===== src/sv/assert_macros.svh =====
// Assertion helpers for the RTL. Every assertion samples on the rising
// edge of clock and is disabled while reset is high.
`ifndef ASSERT_MACROS_SVH
`define ASSERT_MACROS_SVH

`ifndef ASSERT_OFF

// Whenever the antecedent holds, the consequent must hold as written.
`define HEC_ASSERT_IMPLY(label, ante, cons, msg) \
   label: assert property (@(posedge clock) disable iff (reset) (ante) |-> (cons)) \
      else $error(msg);

// The expression must hold at every sampled edge.
`define HEC_ASSERT_ALWAYS(label, expr, msg) \
   label: assert property (@(posedge clock) disable iff (reset) (expr)) \
      else $error(msg);

`else

`define HEC_ASSERT_IMPLY(label, ante, cons, msg)
`define HEC_ASSERT_ALWAYS(label, expr, msg)

`endif

`endif


===== src/sv/hec_pkg.sv =====
package hec_pkg;

   localparam int WORD_W          = 31;
   localparam int SYN_W           = 5;
   localparam int CSR_W           = 5;
   localparam int DATA_BITS_RESET = 4;

   typedef enum logic {
      CMD_ENCODE = 1'b0,
      CMD_CHECK  = 1'b1
   } cmd_type;

   typedef struct packed {
      cmd_type           cmd;
      logic [WORD_W-1:0] word;
   } req_type;

   typedef struct packed {
      logic [WORD_W-1:0] code_word;
      logic [SYN_W-1:0]  syndrome;
      logic              error_found;
      logic              position_invalid;
   } rsp_type;

   // Smallest parity count r with 2^r >= m + r + 1.
   function automatic int parity_count(input int m);
      int r;
      r = 1;
      while (r < 16 && (1 << r) < m + r + 1) begin
         r++;
      end
      return r;
   endfunction

endpackage


===== src/sv/hec_cfg.sv =====
module hec_cfg
   import hec_pkg::*;
#(
   parameter  int MAX_DATA_BITS = 26,
   localparam int MAX_R         = parity_count(MAX_DATA_BITS),
   localparam int M_W           = $clog2(MAX_DATA_BITS + 1),
   localparam int N_W           = $clog2(MAX_DATA_BITS + MAX_R + 1)
) (
   input  logic             clock,
   input  logic             reset,
   input  logic             csr_wr_en,
   input  logic [CSR_W-1:0] csr_wr_data,
   output logic [M_W-1:0]   data_len,
   output logic [N_W-1:0]   code_len
);

   localparam int RST_M = (DATA_BITS_RESET > MAX_DATA_BITS) ? MAX_DATA_BITS : DATA_BITS_RESET;
   localparam int RST_N = RST_M + parity_count(RST_M);

   logic [M_W-1:0] data_len_ff, data_len_in;
   logic [N_W-1:0] code_len_ff, code_len_in;

   // The clamped data length and the matching code length are worked out at
   // the write, so the datapath only sees settled values.
   always_comb begin
      int mval;
      int rval;
      mval = int'(csr_wr_data);
      if (mval < 1) begin
         mval = 1;
      end else if (mval > MAX_DATA_BITS) begin
         mval = MAX_DATA_BITS;
      end
      rval = MAX_R;
      for (int j = MAX_R; j >= 1; j--) begin
         if ((1 << j) >= mval + j + 1) begin
            rval = j;
         end
      end
      data_len_in = M_W'(mval);
      code_len_in = N_W'(mval + rval);
   end

   always_ff @(posedge clock) begin
      if (reset) begin
         data_len_ff <= M_W'(RST_M);
         code_len_ff <= N_W'(RST_N);
      end else if (csr_wr_en) begin
         data_len_ff <= data_len_in;
         code_len_ff <= code_len_in;
      end
   end

   assign data_len = data_len_ff;
   assign code_len = code_len_ff;

endmodule


===== src/sv/hec_core.sv =====
module hec_core
   import hec_pkg::*;
#(
   parameter  int MAX_DATA_BITS = 26,
   localparam int MAX_R         = parity_count(MAX_DATA_BITS),
   localparam int MAX_N         = MAX_DATA_BITS + MAX_R,
   localparam int M_W           = $clog2(MAX_DATA_BITS + 1),
   localparam int N_W           = $clog2(MAX_N + 1)
) (
   input  req_type        req,
   input  logic [M_W-1:0] data_len,
   input  logic [N_W-1:0] code_len,
   output rsp_type        rsp
);

   logic [MAX_DATA_BITS-1:0] dvec;
   logic [MAX_N-1:0]         edat;
   logic [MAX_N-1:0]         enc_word;
   logic [MAX_N-1:0]         chk;
   logic [MAX_N-1:0]         sel;
   logic [MAX_N-1:0]         fixed;
   logic [MAX_N-1:0]         res;
   logic [MAX_R-1:0]         syn;
   logic                     is_check;
   logic                     err;
   logic                     beyond;
   logic                     flip;

   assign is_check = (req.cmd == CMD_CHECK);

   // Data bits above the configured length are dropped.
   for (genvar k = 0; k < MAX_DATA_BITS; k++) begin : g_data
      if (k < WORD_W) begin : g_in
         assign dvec[k] = req.word[k] & (int'(data_len) > k);
      end else begin : g_zero
         assign dvec[k] = 1'b0;
      end
   end

   // Position p (1-based) holds data bit p-2-floor(log2 p) unless p is a power
   // of two, where a parity bit goes. Received bits beyond the code are cleared.
   for (genvar p = 1; p <= MAX_N; p++) begin : g_pos
      if ((p & (p - 1)) == 0) begin : g_par
         assign edat[p-1]     = 1'b0;
         assign enc_word[p-1] = syn[$clog2(p)];
      end else begin : g_dat
         assign edat[p-1]     = dvec[p - 1 - $clog2(p + 1)];
         assign enc_word[p-1] = edat[p-1];
      end
      if (p - 1 < WORD_W) begin : g_rx
         assign chk[p-1] = req.word[p-1] & (int'(code_len) >= p);
      end else begin : g_rx0
         assign chk[p-1] = 1'b0;
      end
      assign fixed[p-1] = chk[p-1] ^ (flip && (syn == MAX_R'(p)));
   end

   assign sel = is_check ? chk : edat;

   // One XOR tree per parity check; it yields the parity bits when encoding
   // and the syndrome when checking.
   always_comb begin
      syn = '0;
      for (int i = 0; i < MAX_R; i++) begin
         for (int p = 1; p <= MAX_N; p++) begin
            if (((p >> i) & 1) == 1) begin
               syn[i] = syn[i] ^ sel[p-1];
            end
         end
      end
   end

   assign err    = is_check && (syn != '0);
   assign beyond = int'(syn) > int'(code_len);
   assign flip   = err && !beyond;
   assign res    = is_check ? fixed : enc_word;

   for (genvar b = 0; b < WORD_W; b++) begin : g_out
      if (b < MAX_N) begin : g_bit
         assign rsp.code_word[b] = res[b];
      end else begin : g_zero
         assign rsp.code_word[b] = 1'b0;
      end
   end

   for (genvar b = 0; b < SYN_W; b++) begin : g_syn
      if (b < MAX_R) begin : g_bit
         assign rsp.syndrome[b] = syn[b] & is_check;
      end else begin : g_zero
         assign rsp.syndrome[b] = 1'b0;
      end
   end

   assign rsp.error_found      = err;
   assign rsp.position_invalid = err && beyond;

endmodule


===== src/sv/hamming_encode_correct.sv =====
// Channel      Ports                                  Transfer rule
// request      start, busy, req_payload               start high and busy low at a clock edge
// response     rsp_valid, rsp_payload                 rsp_valid high for one cycle, always taken
// csr          csr_wr_en, csr_wr_data                 csr_wr_en high at a clock edge
//
// One transaction is accepted every cycle; busy is held low, as the pipeline
// never has to pause. A request passes through one input register, the parity
// XOR trees, then the response register before its response is on the ports.
// Reset is synchronous and active high; it clears the valid flags and sets
// the data length to four bits. The receiver cannot stall the response.
`include "assert_macros.svh"

module hamming_encode_correct
   import hec_pkg::*;
#(
   parameter int MAX_DATA_BITS = 26
) (
   input  logic             clock,
   input  logic             reset,
   input  logic             start,
   output logic             busy,
   input  req_type          req_payload,
   output logic             rsp_valid,
   output rsp_type          rsp_payload,
   input  logic             csr_wr_en,
   input  logic [CSR_W-1:0] csr_wr_data
);

   localparam int MAX_R = parity_count(MAX_DATA_BITS);
   localparam int M_W   = $clog2(MAX_DATA_BITS + 1);
   localparam int N_W   = $clog2(MAX_DATA_BITS + MAX_R + 1);

   logic           req_vld_ff, req_vld_in;
   req_type        req_ff;
   logic           rsp_vld_ff;
   rsp_type        rsp_ff, rsp_in;
   logic [M_W-1:0] data_len;
   logic [N_W-1:0] code_len;

   // The block keeps pace with any request stream, so it never pushes back.
   assign busy       = 1'b0;
   assign req_vld_in = start && !busy;

   // The configured length is held in clamped form along with the derived code length; the user
   // must make writes only while no transaction is in flight, which the block does not enforce.
   hec_cfg #(
      .MAX_DATA_BITS (MAX_DATA_BITS)
   ) u_cfg (
      .clock       (clock),
      .reset       (reset),
      .csr_wr_en   (csr_wr_en),
      .csr_wr_data (csr_wr_data),
      .data_len    (data_len),
      .code_len    (code_len)
   );

   // Request register. The payload needs no reset; only the valid flag does.
   always_ff @(posedge clock) begin
      if (reset) begin
         req_vld_ff <= 1'b0;
      end else begin
         req_vld_ff <= req_vld_in;
      end
   end

   always_ff @(posedge clock) begin
      if (req_vld_in) begin
         req_ff <= req_payload;
      end
   end

   // Encoding and checking share one set of parity trees between the two
   // registers.
   hec_core #(
      .MAX_DATA_BITS (MAX_DATA_BITS)
   ) u_core (
      .req      (req_ff),
      .data_len (data_len),
      .code_len (code_len),
      .rsp      (rsp_in)
   );

   // Response register. Each result is shown for exactly one cycle, and a
   // new one may follow directly behind it.
   always_ff @(posedge clock) begin
      if (reset) begin
         rsp_vld_ff <= 1'b0;
      end else begin
         rsp_vld_ff <= req_vld_ff;
      end
   end

   always_ff @(posedge clock) begin
      if (req_vld_ff) begin
         rsp_ff <= rsp_in;
      end
   end

   assign rsp_valid   = rsp_vld_ff;
   assign rsp_payload = rsp_ff;

   // Every accepted request must produce its response through the request and response registers.
   `HEC_ASSERT_IMPLY(a_latency, start && !busy, ##2 rsp_valid, "response missing after request")

   // A response strobe never appears without a request in the stage before.
   `HEC_ASSERT_IMPLY(a_no_phantom, rsp_valid, $past(req_vld_ff), "response without request")

   // A syndrome outside the code is always reported as an error as well.
   `HEC_ASSERT_IMPLY(a_invalid_err, rsp_valid && rsp_payload.position_invalid, rsp_payload.error_found, "invalid position without error flag")

endmodule


===== config.mk =====
export PLATFORM = sky130hd
export DESIGN_NAME = hamming_encode_correct
export DESIGN_NICKNAME = d
export VERILOG_FILES = /design/src/sv/hec_pkg.sv /design/src/sv/hec_cfg.sv /design/src/sv/hec_core.sv /design/src/sv/hamming_encode_correct.sv
export VERILOG_INCLUDE_DIRS = /design/src /design/src/sv
export SDC_FILE = /design/constraint.sdc
export NUM_CORES = 1
export LEC_CHECK = 0
export ABC_AREA = 1
export ABC_CLOCK_PERIOD_IN_PS = 4500
export BUFFER_PORTS_ARGS = -buffer_cell sky130_fd_sc_hd__buf_2
export CAP_MARGIN = 20
export CELL_PAD_IN_SITES_DETAIL_PLACEMENT = 1
export CELL_PAD_IN_SITES_GLOBAL_PLACEMENT = 2
export CORE_ASPECT_RATIO = 1.5
export CORE_MARGIN = 2
export CORE_UTILIZATION = 34
export CTS_CLUSTER_DIAMETER = 200
export CTS_CLUSTER_SIZE = 10
export DETAILED_ROUTE_END_ITERATION = 7
export PLACE_DENSITY = 0.88
export SYNTH_ARGS = -nofsm -noshare
export SYNTH_HDL_FRONTEND = slang
export SYNTH_HIERARCHICAL = 1
export SYNTH_SLANG_ARGS = --single-unit

===== constraint.sdc =====
create_clock -name clock -period 4.5 [get_ports clock]
set_input_delay 0 -clock clock [delete_from_list [all_inputs] [get_ports clock]]
set_output_delay 0 -clock clock [all_outputs]
set_load 0.03 [all_outputs]

==> impl_metrics.env <==
export IMPL_syn_cell_area_um2=6780
export IMPL_syn_num_nets=1023
export IMPL_ios=81
export IMPL_ir_drop_mv=0.221
export IMPL_hp_class="in -> reg"
export IMPL_fmax_mhz=241
export IMPL_clockBufferDepth=2
export IMPL_root_buffer="clkbuf_16"
export IMPL_wl_per_cell_um=19.3
export IMPL_skew_ns=0.00538
export IMPL_cts_tree="done"
export IMPL_synthTopCellsByArea="edfxtp_1 31%, nand2_1 17%, nand3_1 7.2%"
export IMPL_area_growth_pct=19.2
export IMPL_post_cts_resized=0
export IMPL_slew_violations=0
export IMPL_cp_cell_sequence="a21oi_1, nor2_1, nand3_1, nand2_1, xor2_1, xor2_1, xor2_1, nand3b_2, nand2_4, inv_2, ha_1, nand2_1, nor2_2, nand3b_1, nand2_2, nand2_4, nand2_2, inv_1, nand3_1, nand3_1"
export IMPL_drive_gt1_share_pct=18.5
export IMPL_path_max_fanout=12
export IMPL_worst_pin_slew_ns=1.00
export IMPL_crit_path_start_kind="register"
export IMPL_period_needed_ns=4.15
export IMPL_hold_viol=0
export IMPL_crit_path_max_incr_delay_ns=0.58
export IMPL_min_from="csr_wr_en"
export IMPL_die_y_um=177
export IMPL_io_buffers=79
export IMPL_cp_arrival_ns=4.25
export IMPL_timing_rr_start="u_cfg/data_len[2]"
export IMPL_synth_edf_count=70
export IMPL_whs_path_depth=2
export IMPL_synthCells=964
export IMPL_drt_pass1_iterations=4
export IMPL_r2r_slack_ns=0.35
export IMPL_p_int_mw=1.79
export IMPL_synth_ff_type="edfxtp_1"
export IMPL_clockPowerShare_pct=22.5
export IMPL_num_rows=63
export IMPL_start_util_pct=34.4
export IMPL_worst_r2r_cell_count=20
export IMPL_powerDensity_nw_per_um2=406
export IMPL_drt_wl_total_um=26000
export IMPL_seq_power_share_pct=29.5
export IMPL_drt_antenna_violating_nets=0
export IMPL_synth_top_area_share_pct=31.0
export IMPL_vias_per_cell=5.13
export IMPL_grt_overflow=0
export IMPL_worstPathRequired_ns=4.60
export IMPL_finalNetCount=1138
export IMPL_setup_violations=0
export IMPL_yosysSeqAreaShare_pct=34.5
export IMPL_drc=0
export IMPL_grt_use_total_pct=25.4
export IMPL_synthArstFlopShare_pct=0
export IMPL_crit_family="simple AND/OR/NAND/NOR gates"
export IMPL_clkSlewWorstSetupHoldPaths_ns=0.06
export IMPL_r2r_end="rsp_payload[23]"
export IMPL_worst_setup_path_end_kind="register"
export IMPL_path_buf_inv=2
export IMPL_place_gp_congestion=1.05
export IMPL_setup_tns_ns=0
export IMPL_relSlewSlack_pct=33.2
export IMPL_ys_ff_latch=82
export IMPL_synth_avg_cell_area_um2=7.04
export IMPL_final_core_util_pct=41.0
export IMPL_ys_types=49
export IMPL_maxCapViolations=0
export IMPL_yosysWarnings=6
export IMPL_grt_pass1_wl_um=40100
export IMPL_crit_path_top_delay_cell="dfxtp_1"
export IMPL_hold_end="u_cfg/data_len[3]"
export IMPL_die_w_um=119
export IMPL_clock_sinks=82
export IMPL_grt_pass1_vias=7189
export IMPL_rsz0062_at_grt="false"
export IMPL_grt_max_degree=40
export IMPL_pwr_share_comb_pct=47.9
export IMPL_p_sw_share_pct=45.5
export IMPL_synth_largest_area_cell="edfxtp_1"
export IMPL_power_net_switching_mw=1.49
export IMPL_outcome="complete, no violations"
export IMPL_antenna_found_initial=0
export IMPL_clk_latency_ns=0.35
export IMPL_fp_coreArea_um2=19700
export IMPL_htree_levels=3
export IMPL_drt_iter0_markers=402
export IMPL_vias=6893
export IMPL_p_leak_nw=3.91
export IMPL_hpwl_um=21700
export IMPL_dieArea_um2=21100
export IMPL_cts_buffers=9
export IMPL_finalCritPeriodShare_pct=92.2
export IMPL_path_class="reg -> reg"
export IMPL_n_antenna_cell=0
-- cell usage after synthesis (17+ instances only) --
| cell type | n |
|---|---|
| inv_1 | 104 |
| nor2_1 | 108 |
| inv_2 | 18 |
| a21oi_1 | 25 |
| nand3_1 | 97 |
| nand2_2 | 23 |
| nand4_1 | 21 |
| xor2_1 | 26 |
| nand2_1 | 299 |
| ha_1 | 17 |
| edfxtp_1 | 70 |
| o21ai_0 | 17 |
-- placed cells by master, fill, tap and decap left out, types with 3 or more instances in the layout --
master / netlist / layout
edfxtp_1: 70 / 70
inv_2: 18 / 18
nand2_4: 9 / 9
nand3_2: 7 / 7
o21bai_1: 13 / 13
xor2_1: 26 / 26
buf_2: 8 / 79
a21oi_1: 25 / 25
o21ai_0: 17 / 17
nor2_2: 11 / 11
nor2_1: 108 / 108
buf_4: 7 / 16
nor2_4: 5 / 5
nand4_1: 21 / 21
o211ai_1: 4 / 4
dlygate4sd3_1: 0 / 33
nand2_1: 299 / 299
a21oi_2: 4 / 4
nand3b_1: 6 / 6
o21ai_1: 7 / 7
nand3_1: 97 / 97
inv_1: 104 / 104
nand2_2: 23 / 23
nor3_1: 3 / 3
clkbuf_16: 0 / 9
clkbuf_1: 5 / 3
o21ai_2: 4 / 4
ha_1: 17 / 17
xnor2_1: 9 / 9
dfxtp_1: 12 / 11
-- through the flow --
stage                     hold WS [ns]  setup WS, ns  power (mW)  cell area (um2)  instances
after floorplan                 0.0712         0.997        2.04             6780        964
after global placement           0.178         0.458        2.49             7460       1295
after CTS                       0.0110         0.382        3.29             8090       1344
after global routing            0.0392        0.0182        3.49             8090       1344
after detailed placement         0.179         0.410        2.52             7460       1295
final                           0.0177         0.349        3.28             8090       1344
-- power groups by stage --
stage | Clock (mW) | Combinational (mW) | Sequential, mW
after global routing | 0.792 | 1.71 | 0.978
final | 0.739 | 1.57 | 0.970
after CTS | 0.761 | 1.56 | 0.972
after detailed placement | 0 | 1.53 | 0.988
after global placement | 0 | 1.51 | 0.983
after floorplan | 0 | 1.02 | 1.02
-- worst max-delay path by stage --
stage | start | to | cells past startpoint
after floorplan | u_cfg/code_len[4] | rsp_payload[11] | 23
after global placement | u_cfg/data_len[2] | rsp_payload[13] | 21
after detailed placement | u_cfg/data_len[2] | rsp_payload[13] | 23
after CTS | u_cfg/data_len[2] | rsp_payload[13] | 23
after global routing | u_cfg/data_len[2] | rsp_payload[35] | 23
final | u_cfg/data_len[2] | rsp_payload[23] | 20
-- registers in the layout (all words and copies together), names as in the netlist --
register,count
u_cfg/code_len,5
req_vld_ff,1
rsp_valid,1
req_ff,32
rsp_payload,38
u_cfg/data_len,5
-- cell families after synthesis --
group	share of synthesized area (%)
and+or+nand+nor	40.7
buffers and inverters	9.30
DFF	34.5
AOI/OAI and AO/OA	7.23
xor gates and xnor gates	4.76
adders and majority gates	3.43
other	0.0553
-- area by class of cell --
type / instances / area (um2)
Multi-Input combinational cell: 734 / 3810
Clock inverter: 3 / 40.0
Tap cell: 260 / 325
Fill cell: 2563 / 11600
Clock buffer: 13 / 250
Inverter: 124 / 470
Timing Repair Buffer: 128 / 846
Sequential cell: 82 / 2340
-- per-layer routing --
metal  global-route usage, %  vias to the layer above  share of wire, %
li1                        -                     3329                 -
met1                    26.3                     3340                37
met2                    47.2                      144                53
met3                    3.35                       80               2.6
met4                    17.5                        0               7.5
met5                       0                        -                 0
-- repair_timing --
item | in CTS | in global routing
setup buffers | 0 | 0
endpoints found under the hold margin | 37 | 0
hold buffers | 33 | 0
Power figures use the tool's default switching activity.
